--- src/hdl/bgt_pkg.sv ---
package bgt_pkg;
    localparam int MaxBones    = 64;
    localparam int IdxW        = $clog2(MaxBones);
    localparam int CordicSteps = 16;
    localparam int StepW       = $clog2(CordicSteps + 1);
    localparam logic [StepW-1:0] LastStep = StepW'(CordicSteps - 1);
    localparam logic signed [33:0] CordicGain = 34'sd652032874;

    function automatic logic signed [33:0] atan_lut(input logic [4:0] i);
        logic signed [33:0] v;
        case (i)
            5'd0:  v = 34'sd2097152;
            5'd1:  v = 34'sd1238021;
            5'd2:  v = 34'sd654136;
            5'd3:  v = 34'sd332050;
            5'd4:  v = 34'sd166669;
            5'd5:  v = 34'sd83416;
            5'd6:  v = 34'sd41718;
            5'd7:  v = 34'sd20860;
            5'd8:  v = 34'sd10430;
            5'd9:  v = 34'sd5215;
            5'd10: v = 34'sd2608;
            5'd11: v = 34'sd1304;
            5'd12: v = 34'sd652;
            5'd13: v = 34'sd326;
            5'd14: v = 34'sd163;
            5'd15: v = 34'sd81;
            5'd16: v = 34'sd41;
            5'd17: v = 34'sd20;
            5'd18: v = 34'sd10;
            5'd19: v = 34'sd5;
            5'd20: v = 34'sd3;
            5'd21: v = 34'sd1;
            5'd22: v = 34'sd1;
            default: v = 34'sd0;
        endcase
        return v;
    endfunction

    function automatic logic signed [31:0] sat32(input logic signed [65:0] v);
        logic signed [31:0] r;
        if (v > 66'sd2147483647) r = 32'sh7fffffff;
        else if (v < -66'sd2147483648) r = 32'sh80000000;
        else r = v[31:0];
        return r;
    endfunction

    typedef struct packed {
        logic                start;
        logic signed [31:0]  op_a;
        logic signed [33:0]  op_b;
        logic [4:0]          shift;
    } t_mul_req;
endpackage

--- src/hdl/bgt_mul.sv ---
module bgt_mul (
    input  logic               i_clk,
    input  logic               i_rst_n,
    input  bgt_pkg::t_mul_req  i_req,
    output logic               o_done,
    output logic signed [65:0] o_prod
);
    // Multiply: product registered, then floor shift.
    logic               r_v;
    logic signed [65:0] r_p;
    logic [4:0]         r_sh;

    always_ff @(posedge i_clk) begin
        if (!i_rst_n) begin
            r_v    <= 1'b0;
            o_done <= 1'b0;
        end else begin
            r_v    <= i_req.start;
            o_done <= r_v;
        end
        r_p    <= 66'(i_req.op_a) * 66'(i_req.op_b);
        r_sh   <= i_req.shift;
        o_prod <= r_p >>> r_sh;
    end
endmodule

--- config.mk ---
export PLATFORM = sky130hd
export DESIGN_NAME = bgt_mul
export DESIGN_NICKNAME = d
export VERILOG_FILES = /design/src/hdl/bgt_pkg.sv /design/src/hdl/bgt_mul.sv
export SDC_FILE = /design/constraint.sdc
export NUM_CORES = 2
export LEC_CHECK = 0
export BUFFER_PORTS_ARGS = -buffer_cell sky130_fd_sc_hd__buf_2
export CORE_MARGIN = 3
export CORE_UTILIZATION = 55
export CTS_BUF_LIST = sky130_fd_sc_hd__clkbuf_8
export DETAILED_ROUTE_END_ITERATION = 12
export PLACE_DENSITY = 0.69
export SLEW_MARGIN = 20
export SYNTH_ARGS = -nofsm -noshare
export SYNTH_HDL_FRONTEND = slang
export SYNTH_SLANG_ARGS = --single-unit
--- constraint.sdc ---
create_clock -name i_clk -period 10.4 [get_ports i_clk]
set_input_delay 2.08 -clock i_clk [delete_from_list [all_inputs] [get_ports i_clk]]
set_output_delay 2.08 -clock i_clk [all_outputs]
set_load 0.01 [all_outputs]
[Word level (Yosys, flattened, before mapping)]
Index checks and enable logic that the tools add are counted.
Word-level totals
  bits in registers: 139
  input bits: 74
  output and inout port bits: 67
  word-level logic and storage cells: 7
Operators by class
  $mul: 1
  shift-type cells: 1
Operator list (count)
  multiplier 32 x 34 -> 66 bit: 1
  >>> shifter 66 x 5 -> 66 bit: 1

[Logic depth before layout (Yosys ltp)]
  depth in word-level cells: 1
  mapped depth: 29
  depth with buffers taken out: 28

[Worst setup path after synthesis]
OpenSTA, ideal clock, no wires.
  path type: input to register
  from: input i_req[38] in the netlist's numbering
  to: register r_p[65]
  required time: 10279 ps
  path buffers: 2
  arrival: 9394 ps
  setup time: 121 ps
  path slack: 885 ps
  stages on the path: 25
  cells stage by stage: clkbuf_1 nand2_1 inv_1 fa_1 inv_1 fa_1 fa_1 inv_1 fa_1 inv_1 fa_1 inv_1 fa_1 fa_1 fa_1 ha_1 clkbuf_1 a21o_1 a21o_1 a21oi_1 o21ai_0 a221oi_1 o41ai_4 a31oi_1 xnor2_1
On the way
  cells in the longest elaborated chain, start to end: 1
RTL lines
  start, declared: RTL line bgt_mul.sv:4  | input bgt_pkg::t_mul_req i_req,
  multiplier 32 x 34 -> 66 bit: RTL line bgt_mul.sv:21  | r_p <= 66'(i_req.op_a) * 66'(i_req.op_b);
  end signal, assigned: RTL line bgt_mul.sv:21
  end, declared: RTL line bgt_mul.sv:10  | logic signed [65:0] r_p;
No other way between the ends.
A chain may end at the register's enable or synchronous reset.

[Worst setup path in the final report]
  from: input i_req[47] in the netlist's numbering
  to: register r_p[64]
The elaborated chain is that of the path after synthesis.

==> results.sh <==
export IMPL_synth_async_reset_ratio=0
export IMPL_coreArea_mm2=0.07952
export IMPL_clk_pin_slew_ns=0.08
export IMPL_pin_count=141
export IMPL_tns_ns=0
export IMPL_insertion_delay_ns=0.45
export IMPL_dp_hpwl_mm=93.40
export IMPL_drt_iter0_drc=1669
export IMPL_yosysSeqAreaShare=0.06253
export IMPL_grt_pass1_wl_mm=186.1
export IMPL_syn_inst=4747
export IMPL_grt_pass1_vias=34650
export IMPL_r2r_cells=7
export IMPL_ys_warn_count=0
export IMPL_cts_root_buf="clkbuf_8"
export IMPL_rows=103
export IMPL_critPathCaptureType="flop"
export IMPL_routed_wl_mm=110.1
export IMPL_viasPerCell=5.415
export IMPL_finalSetupViolations=0
export IMPL_initial_core_util=0.5597
export IMPL_worstPathRequired_ns=10.74
export IMPL_gp_congestion=0.9293
export IMPL_cts_tree="built"
export IMPL_hold_path_depth=1
export IMPL_fmax_ghz=0.1050
export IMPL_chipHeight_um=290.5
export IMPL_dieWidth_um=290.5
export IMPL_layout_drive_gt1_share=0.06373
export IMPL_hold_viol=0
export IMPL_drc=0
export IMPL_finClkSkew_ns=0.01213
export IMPL_syn_num_nets=6151
export IMPL_ys_types=64
export IMPL_cts_made_buffers=17
export IMPL_cts_resized=0
export IMPL_synth_flop_cell="dfxtp_1"
export IMPL_nets=6083
export IMPL_cap_viol_max_count=0
export IMPL_ys_ff_latch=139
export IMPL_tightestPinTransition_ns=0.9931
export IMPL_via_count=31100
export IMPL_finalCriticalPeriod_ns=9.523
export IMPL_startpoint_type="input pin"
export IMPL_synth_top_cell_area_share=0.5137
export IMPL_area_delta_synth_final_pct=3.953
export IMPL_route_detailed_wl_per_inst_um=19.18
export IMPL_cts_setup_buffers=0
export IMPL_rsz0062_at_grt="no"
export IMPL_maxSlewViolCount=0
export IMPL_grt_max_degree=82
export IMPL_ant_nets=0
export IMPL_synth_area_top_cells="fa_1, inv_1, and2_1"
export IMPL_hold_buffers=0
export IMPL_syn_cell_area_mm2=0.04450
export IMPL_grt_antenna_before_repair=2
export IMPL_cp_max_fo=27
export IMPL_dr_pass1_iters=6
export IMPL_cts_sinks=139
export IMPL_synth_edf_count=0
export IMPL_syn_area_per_cell_um2=9.375
export IMPL_arrival_ns=9.86
export IMPL_path_class="in2reg"
export IMPL_grt_overflow_total=0
export IMPL_hp_class="reg2reg"
export IMPL_fin_crit_sh=0.9156
export IMPL_portBuffers=140
export IMPL_track_usage=0.2745
export IMPL_n_fill_cell=6944
export IMPL_max_slew_margin=0.3380
export IMPL_dieArea_mm2=0.08436
export IMPL_synth_area_leader_cell="fa_1"
export IMPL_cts_path_max_buffers=2
export IMPL_htreeDepth=4
export IMPL_outcome="finished clean"
## metal layers
layer	GRT usage	wire, um
met5	0	9
met4	0.06703	2880
met3	0.03164	6072
met2	0.4765	55060
met1	0.3715	46110
## path summary, 6_finish.rpt
kind	startpoint	to	slack (ns)
max	i_req[47]	r_p[64]	0.88
min	r_v	o_done	0.45
max reg2reg	r_sh[0]	o_prod[52]	7.53
min reg2reg	r_v	o_done	0.45
## synth_stat cells, drive strengths merged (9+ instances only)
master	count
and2	538
nand3	14
mux2	10
a21oi	97
mux4	46
nand2	725
and3	9
a31oi	19
fa	1142
nand4	18
inv	1051
o21bai	12
buf	19
nand2b	19
ha	188
dfxtp	139
nor2	77
o21ai	85
xor2	31
a21o	30
a211oi	11
mux2i	85
clkbuf	255
xnor2	43
## cell families after synthesis
logic type / Yosys count / share of synthesized area
XOR/XNOR: 74 / 0.01456
buffers and inverters: 1326 / 0.1121
adder cells (fa/ha/maj): 1330 / 0.5666
AO/OA/AOI/OAI: 312 / 0.04420
flip-flops: 139 / 0.06253
AND/OR/NAND/NOR: 1425 / 0.1551
multiplexers: 141 / 0.04493
## final cells by class
type / count / area (um2) / area share
tap: 1050 / 1314 / 0.02840
timing repair buffer: 187 / 1091 / 0.02358
multi-input combinational: 3282 / 36730 / 0.7940
inverter: 1052 / 3949 / 0.08536
sequential: 139 / 2794 / 0.06039
clock inverter: 14 / 132.6 / 0.002867
antenna: 1 / 2.502 / 0.00005409
clock buffer: 18 / 247.7 / 0.005355
## placed cells by master (no fill, tap or decap), drive strengths merged, types with 18 or more instances in the layout
master  synthesis  routed
fa           1142    1142
inv          1051    1057
nand2         725     725
and2          538     538
ha            188     188
buf            19     187
dfxtp         139     139
a21oi          97      97
mux2i          85      85
o21ai          85      85
nor2           77      77
mux4           46      46
xnor2          43      43
xor2           31      31
a21o           30      30
nand2b         19      19
a31oi          19      19
nand4          18      18
clkbuf        255      18
## flip-flops by register name, indices dropped and copies added (netlist names)
| signal | count |
|---|---|
| r_p | 66 |
| r_v | 1 |
| r_sh | 5 |
| o_done | 1 |
| o_prod | 66 |
## critical path, cell delays in order
cell and delay (ns):
buf_2 0.48, nand2_1 0.25, fa_1 0.74, inv_1 0.13, fa_1 0.50, inv_1 0.05
fa_1 0.53, inv_1 0.05, fa_1 0.52, inv_1 0.06, fa_1 0.56, fa_1 0.43
fa_1 0.47, fa_1 0.51, inv_1 0.04, ha_1 0.38, inv_1 0.08, nor2_1 0.22
nand2_1 0.13, o31ai_1 0.35, or3b_2 0.47, a31oi_1 0.45, nand4_1 0.15, and3_1 0.20
## per-stage QoR
step                area, um2  instances    util  hold slack (ns)  setup slack (ns)
floorplan               44500       4747       -           0.3619            0.8849
global placement        45880       5710  0.5770           0.4172            0.5017
detailed placement      45880       5710  0.5770           0.4305            0.5026
CTS                     46260       5742  0.5818           0.4488            0.9737
global route            46260       5743  0.5818           0.4719            0.4327
finish                  46260       5743  0.5818           0.4465            0.8773
Power is left out: the tool's default activity adds up to more than one toggle a clock period on the data nets, which glitch-free logic cannot reach.
