===== src/hdl/bgt_pkg.sv =====
package bgt_pkg;
    localparam int MaxBones    = 64;
    localparam int IdxW        = $clog2(MaxBones);
    localparam int CordicSteps = 16;
    localparam int StepW       = $clog2(CordicSteps + 1);
    localparam logic [StepW-1:0] LastStep = StepW'(CordicSteps - 1);
    localparam logic signed [33:0] CordicGain = 34'sd652032874;

    function automatic logic signed [33:0] atan_lut(input logic [4:0] i);
        logic signed [33:0] v;
        case (i)
            5'd0:  v = 34'sd2097152;
            5'd1:  v = 34'sd1238021;
            5'd2:  v = 34'sd654136;
            5'd3:  v = 34'sd332050;
            5'd4:  v = 34'sd166669;
            5'd5:  v = 34'sd83416;
            5'd6:  v = 34'sd41718;
            5'd7:  v = 34'sd20860;
            5'd8:  v = 34'sd10430;
            5'd9:  v = 34'sd5215;
            5'd10: v = 34'sd2608;
            5'd11: v = 34'sd1304;
            5'd12: v = 34'sd652;
            5'd13: v = 34'sd326;
            5'd14: v = 34'sd163;
            5'd15: v = 34'sd81;
            5'd16: v = 34'sd41;
            5'd17: v = 34'sd20;
            5'd18: v = 34'sd10;
            5'd19: v = 34'sd5;
            5'd20: v = 34'sd3;
            5'd21: v = 34'sd1;
            5'd22: v = 34'sd1;
            default: v = 34'sd0;
        endcase
        return v;
    endfunction

    function automatic logic signed [31:0] sat32(input logic signed [65:0] v);
        logic signed [31:0] r;
        if (v > 66'sd2147483647) r = 32'sh7fffffff;
        else if (v < -66'sd2147483648) r = 32'sh80000000;
        else r = v[31:0];
        return r;
    endfunction

    typedef struct packed {
        logic                start;
        logic signed [31:0]  op_a;
        logic signed [33:0]  op_b;
        logic [4:0]          shift;
    } t_mul_req;
endpackage


===== src/hdl/bgt_cordic.sv =====
module bgt_cordic (
    input  logic               i_clk,
    input  logic               i_rst_n,
    input  logic               i_start,
    input  logic [15:0]        i_angle,
    output logic               o_done,
    output logic signed [33:0] o_cos,
    output logic signed [33:0] o_sin
);
    typedef enum logic [1:0] {S_IDLE, S_RUN, S_FIN} t_state;
    t_state r_state;
    logic signed [33:0] r_x, r_y, r_z;
    logic [1:0] r_q;
    logic [bgt_pkg::StepW-1:0] r_i;
    logic [1:0] w_q;
    logic [15:0] w_res;

    assign w_q   = 2'((i_angle + 16'h2000) >> 14);
    assign w_res = i_angle - {w_q, 14'd0};

    always_ff @(posedge i_clk) begin
        if (!i_rst_n) begin
            r_state <= S_IDLE;
            o_done  <= 1'b0;
        end else begin
            o_done <= 1'b0;
            case (r_state)
                S_IDLE: begin
                    if (i_start) begin
                        r_x <= bgt_pkg::CordicGain;
                        r_y <= '0;
                        r_z <= 34'(signed'(w_res)) <<< 8;
                        r_q <= w_q;
                        r_i <= '0;
                        r_state <= S_RUN;
                    end
                end
                S_RUN: begin
                    // Arithmetic shift is floor division by a power of two.
                    if (r_z >= 0) begin
                        r_x <= r_x - (r_y >>> r_i);
                        r_y <= r_y + (r_x >>> r_i);
                        r_z <= r_z - bgt_pkg::atan_lut(5'(r_i));
                    end else begin
                        r_x <= r_x + (r_y >>> r_i);
                        r_y <= r_y - (r_x >>> r_i);
                        r_z <= r_z + bgt_pkg::atan_lut(5'(r_i));
                    end
                    if (r_i == bgt_pkg::LastStep) r_state <= S_FIN;
                    r_i <= r_i + 1'b1;
                end
                S_FIN: begin
                    case (r_q)
                        2'd0: begin o_cos <= r_x;  o_sin <= r_y;  end
                        2'd1: begin o_cos <= -r_y; o_sin <= r_x;  end
                        2'd2: begin o_cos <= -r_x; o_sin <= -r_y; end
                        default: begin o_cos <= r_y; o_sin <= -r_x; end
                    endcase
                    o_done  <= 1'b1;
                    r_state <= S_IDLE;
                end
                default: r_state <= S_IDLE;
            endcase
        end
    end
endmodule


===== config.mk =====
export PLATFORM = sky130hd
export DESIGN_NAME = bgt_cordic
export DESIGN_NICKNAME = d
export VERILOG_FILES = /design/src/hdl/bgt_pkg.sv /design/src/hdl/bgt_cordic.sv
export SDC_FILE = /design/constraint.sdc
export NUM_CORES = 1
export LEC_CHECK = 0
export ABC_AREA = 1
export BUFFER_PORTS_ARGS = -buffer_cell sky130_fd_sc_hd__buf_2
export CORE_ASPECT_RATIO = 1.2
export CORE_MARGIN = 3
export CORE_UTILIZATION = 60
export DETAILED_ROUTE_END_ITERATION = 10
export PLACE_DENSITY = 0.78
export SLEW_MARGIN = 25
export SYNTH_ARGS = -nofsm -noshare
export SYNTH_HDL_FRONTEND = slang
export SYNTH_SLANG_ARGS = --single-unit

===== constraint.sdc =====
create_clock -name i_clk -period 16.2 [get_ports i_clk]
set_input_delay 1.62 -clock i_clk [delete_from_list [all_inputs] [get_ports i_clk]]
set_output_delay 1.62 -clock i_clk [all_outputs]
set_load 0.1 [all_outputs]

* Word-level counts from Yosys, hierarchy flattened
Memory sizes are Yosys's and may differ from the RTL's. A register that Yosys moved wholly into a read port is not among the register bits.
Cells that the tools add are included.
W data, S select, Z words.
** Word-level totals
- Register bits after elaboration :: 180
- Latch bits :: 0
- Bits in writable memories :: 0
- Bits in read-only memories :: 1408
- Output and inout port bits :: 69
- Memories kept :: 2
** Cells by class
- Add/subtract/negate cells :: 11
- $mul :: 0
- Div/mod/pow operators :: 0
- $lt $le $gt $ge :: 1
- Equal/unequal tests :: 7
- Shift-type cells :: 2
- Mux-type cells :: 25
- Bitwise logic cells :: 0
- Reductions and logical operators :: 7
** Memory list
- (no name shown) :: depth 32, bits a word 22, read ports 1, clocked after memory_dff 1, write ports 0, line bgt_pkg.sv:11 : case (i)
- (no name shown) :: depth 32, bits a word 22, read ports 1, clocked after memory_dff 1, write ports 0, line bgt_pkg.sv:11
** Operator list (count)
- $mux W34 :: 12
- $pmux W34 S2 :: 3
- $pmux W34 S3 :: 2
- $add A34 B34 Y34 :: 3
- $sub A34 B34 Y34 :: 3
- $neg A34 Y34 :: 2
- $sshr A34 B5 Y34 :: 2
- $ge A34 B1 Y1 const B :: 1
- $add A16 B14 Y16 const B :: 1
- $sub A16 B16 Y16 :: 1
- $mux W5 :: 3
- $pmux W5 S2 :: 1
- $reduce_and A3 Y1 :: 2
- $add A5 B1 Y5 const B :: 1
- $eq A5 B4 Y1 const B :: 1
- $eq A2 B1 Y1 const B :: 2
- $eq A2 B2 Y1 const B :: 2
- $logic_not A2 Y1 :: 2
- $mux W2 :: 2
- $ne A2 B2 Y1 const B :: 2
- $pmux W2 S2 :: 1
- $reduce_and A2 Y1 :: 2
- $reduce_bool A2 Y1 :: 1
- $mux W1 :: 1

* Longest topological paths before layout
- Word-level depth :: 7
- Depth in mapped cells :: 35
- Mapped depth without buffers :: 33

* Worst setup path before layout
Ideal clock, no wire load.
- Kind :: input to register
- From :: input i_rst_n
- To :: register (tool-made name)
- Arrival time :: 5.998 ns
- Slack :: 10.085 ns
- Cell stages on the path :: 8
- Cell sequence :: nand3b_1 -> nand2_1 -> o21ai_0 -> inv_1 -> ha_1 -> nor2_1 -> inv_1 -> a41o_1
** RTL lines
- from (decl) :: line bgt_cordic.sv:3 : input logic i_rst_n,

* Worst setup path in the final report
- From :: register r_i[0] in the netlist's numbering
- To :: register r_x[30] (data pin)
** On the way
- Cells in the longest elaborated chain, start to end :: 4
- Elaborated cells between the ends (all ways) :: 5
** Ends and longest elaborated chain
- from (decl) :: line bgt_cordic.sv:14 : logic [bgt_pkg::StepW-1:0] r_i;
- from (signal assigned) :: line bgt_cordic.sv:50 : r_i <= r_i + 1'b1;
- $sshr A34 B5 Y34 (*) :: line bgt_cordic.sv:41, bgt_cordic.sv:45
- $add A34 B34 Y34 or $sub A34 B34 Y34 (tied branches) :: line bgt_cordic.sv:45, bgt_cordic.sv:41
- $mux W34 (*) :: line bgt_cordic.sv:40 : if (r_z >= 0) begin
- $pmux W34 S2 (*) :: line bgt_cordic.sv:27 : case (r_state)
- to (signal assigned) :: line bgt_cordic.sv:30 : r_x <= bgt_pkg::CordicGain;
- to (signal assigned) :: line bgt_cordic.sv:41 : r_x <= r_x - (r_y >>> r_i);
- to (signal assigned) :: line bgt_cordic.sv:45 : r_x <= r_x + (r_y >>> r_i);
- to (decl) :: line bgt_cordic.sv:12 : logic signed [33:0] r_x, r_y, r_z;
Every way passes the cells marked *; elsewhere a longest branch is shown, timed or not.
A chain may end at the register's enable or synchronous reset.

==> summary.md <==
The flow ran to the end, and the final reports show no timing, DRC or antenna violations. The cell count after synthesis came out at 3371. The most numerous cell type found on the critical path is nand2_1. Entering global routing, the biggest net connects 79 pins.

The repair_antennas step left the layout with diodes totalling 0. The logs give 10.77 ns for the pre-CTS setup slack and 119.7 mm for the global-route wire length before repair. The internal power component was 0.001567 W; the final hold violation count was 0. Ranked by total cell area, the synthesized netlist is headed by edfxtp_1 24%, nand2_1 14%, nand3_1 11%, ha_1 6.5%, inv_1 5.9%. The detailed placement HPWL is 57.95 mm. The final count of pins violating max slew was 0; the share of the cycle needed by the critical path after routing was 35.80%. By startpoint and endpoint, the worst setup path is classified as reg -> reg. Clock latency on the worst-skew pair: 0.56 ns. Type of the tightest min-delay check: reg -> reg. In this design, the stage delay of the slowest critical-path cell is 0.74 ns. The total grt overflow was 0; the clock tree buffer depth was 3. For the number of nets in the final layout, the log shows 3492. In this run switching power makes up 50.71% of total power. The mapped cell area is 0.02197 sq mm.

Setup violations remaining at the end of the flow were counted as 0. In this run, CTS created clock tree buffers numbering 24. In this run, the number of DRC markers left after iteration 0 of detailed routing was 2886.

In this run the post-CTS setup repair buffer count came out at 0. The required time of the critical path was 16.50 ns. The worst setup path is launched from a flip-flop. For this design, the CTS-stage hold fixing added 0 buffers. After routing the design area is 0.02329 sq mm. Across the routed clock network, the largest skew measured is 0.01992 ns.

Largest area contributor in the synthesized netlist: edfxtp_1. For this run, the leading register cell type out of synthesis is edfxtp_1. The number of vias after detailed routing is 24195. Using the TritonRoute via totals, the vias-per-cell ratio works out to 6.301.

The routed design has 76.87 mm of wire. In this run, flip-flops and latches consume 25.8% of the power. Once detail routing completed, the nets flagged for antenna violations numbered 0. Summed over all cells, the static leakage comes to 10.60 nW. Global routing used 37.73% of the available tracks across all layers. The run gives 3507 as the number of nets produced by synthesis.

In this run the tightest slew margin relative to its limit is 28.93%. After detailed routing, the average wire length per cell comes to 20.02 um. The maximum achievable frequency was 172.4 MHz; the placeable core area was 0.03604 sq mm. The root buffer cell was clkbuf_16.

The switching power was 0.001612 W; the area fraction of the dominant cell type after synthesis was 24.20%. Measured on the finished design, the core utilization comes to 64.62%. Setup slack on the critical path of the routed design comes to 10.40 ns. The share of total power in the clock network is 17.2%, and the share of final-layout standard cells stronger than drive strength 1 is 7.859%.

The maximum fanout along the worst path was 65. The number of global-route vias before repair is 22972, and the number of search-and-repair iterations in the first detailed-routing pass is 6. Final hold analysis gives a worst-case slack of 0.5741 ns. Setup repair after global routing left no endpoint under its margin.

The worst endpoint data arrival time is 6.10 ns. Kind of end point of the critical path: a flip-flop. The tools report the sink count of the clock tree as 202. For the share of the yosys chip area belonging to registers, the log shows 26.48%. The width of the chip was 180.7 um; the number of rows created at floorplan was 76. The final estimated routing congestion in global placement came out at 0.9955. After detailed routing, the number of remaining DRC violations is 0. The count of buffering cells on the critical path with inverters included was 2; the synthesized area per cell was 6.516 sq um. Max-cap violations in this run came to 0. TritonCTS built the clock tree. The total power per unit cell area is 136.5 mW/mm^2, and the clock transition at the registers of the reported paths is 0.06 ns. During synthesis, Yosys emitted a total of 0 warnings. The maximum resistive drop on vdd was 0.0001151 V; the number of resized instances in the post-cts repair step was 0. From synthesis to final layout, the design area changed by 6.015%.

The run gives 1 as the H-tree depth. The die covers 0.03895 sq mm. Counting distinct cell types in the post-synthesis netlist gives 61. The number of antenna violations at the first check in global routing was 0; the I/O pin count was 88. Synthesis inferred 202 register bits.

Setup total negative slack on the finished layout was measured at 0 ns. In the synthesized netlist the async set-or-reset flop fraction comes to 0%. Per report_power, the combinational group accounts for 57.0% of the total. The clock period minus final worst setup slack was 5.799 ns. The initial standard-cell utilization of the core is 60.95%. The number of flops mapped to enable cells by yosys works out to 177. Grouping stages by cell kind, the critical path spends the most delay in simple AND/OR/NAND/NOR gates.

Input and output buffers added on the ports amount to 87. The die is 215.6 um tall. The placed instances occupy a cell area of 0.02252 sq mm.

At the pin with the least slew margin, the transition time is 1.055 ns. The slowest stage of the critical path is the clkinv_2 cell.
## per-layer routing
metal / share of wire [%] / track usage [%] / wire [um]
met5: 0 / 0 / 0
met4: 7.8 / 24.80 / 6020
met3: 9.9 / 6.524 / 7615
met2: 44 / 60.48 / 34170
met1: 38 / 46.77 / 29060
## power groups by stage
stage	registers (W)	clock network (W)	logic (W)
floorplan	0.000722	0	0.00138
global placement	0.000817	0	0.00172
detailed placement	0.000819	0	0.00176
CTS	0.000809	0.000549	0.00177
global route	0.000817	0.000570	0.00203
finish	0.000819	0.000548	0.00181
## stage by stage
stage	power, W	std cells
2_1_floorplan	0.002104	3371
3_3_place_gp	0.002534	3798
3_5_place_dp	0.002576	3798
4_1_cts	0.003127	3840
5_1_grt	0.003415	3840
6_report	0.003180	3840
## cells in the mapped netlist, types with 34 or more instances
library cell / instances
nand2_1: 842
nand3_1: 488
inv_1: 343
nor2_1: 289
a21oi_1: 205
o21ai_0: 178
edfxtp_1: 177
ha_1: 114
xor2_1: 99
clkbuf_1: 84
nand4_1: 43
nor3_1: 43
xnor2_1: 37
buf_2: 34
## path summary, 6_finish.rpt
kind | slack [ns] | cells past startpoint | start | to
max | 10.40 | 25 | r_i[0] | r_x[30]
max reg2reg | 10.40 | 25 | r_i[0] | r_x[30]
min reg2reg | 0.57 | 1 | r_state[0] | r_state[0]
min | 0.57 | 1 | r_state[0] | r_state[0]
## logic make-up (layout without fill, tap and decap cells)
family,count (synthesis),after routing,share of synthesized area (%)
AO/OA/AOI/OAI,585,585,15.64
XOR/XNOR,136,136,5.423
adder cells (fa/ha/maj),117,117,6.767
buffers and inverters,512,513,9.216
flip-flops,202,202,26.48
AND/OR/NAND/NOR,1819,1819,36.48
## area by class of cell
type                            count  area, sq um
Multi-Input combinational cell   2657        14160
Fill cell                        3324        12750
Sequential cell                   202         5816
Inverter                          362         1360
Clock buffer                       28        656.9
Timing Repair Buffer              109        600.6
Tap cell                          468        585.6
Clock inverter                     14        107.6
## placed cells by master (no fill, tap or decap), types with 5 or more instances in the layout
cell type  instances
a21boi_0           6
a21o_1            12
a21oi_1          205
a221oi_1          13
a31oi_1           21
buf_2             87
buf_4             22
clkbuf_16         25
clkinv_1           6
clkinv_2           5
dfxtp_1           25
edfxtp_1         177
ha_1             114
inv_1            339
inv_2             19
nand2_1          841
nand2_2           30
nand3_1          488
nand3_2           10
nand4_1           43
nor2_1           284
nor2_2            17
nor2_4             8
nor3_1            43
nor3_2             6
nor4_1            19
o2111ai_1         31
o211ai_1          10
o21a_1            28
o21ai_0          178
o21ai_1           22
o21bai_1           6
o221ai_1           9
o22ai_1           11
o31ai_1            6
or2_2             13
xnor2_1           37
xor2_1            99
No activity file was read; power rests on OpenSTA's default activity.
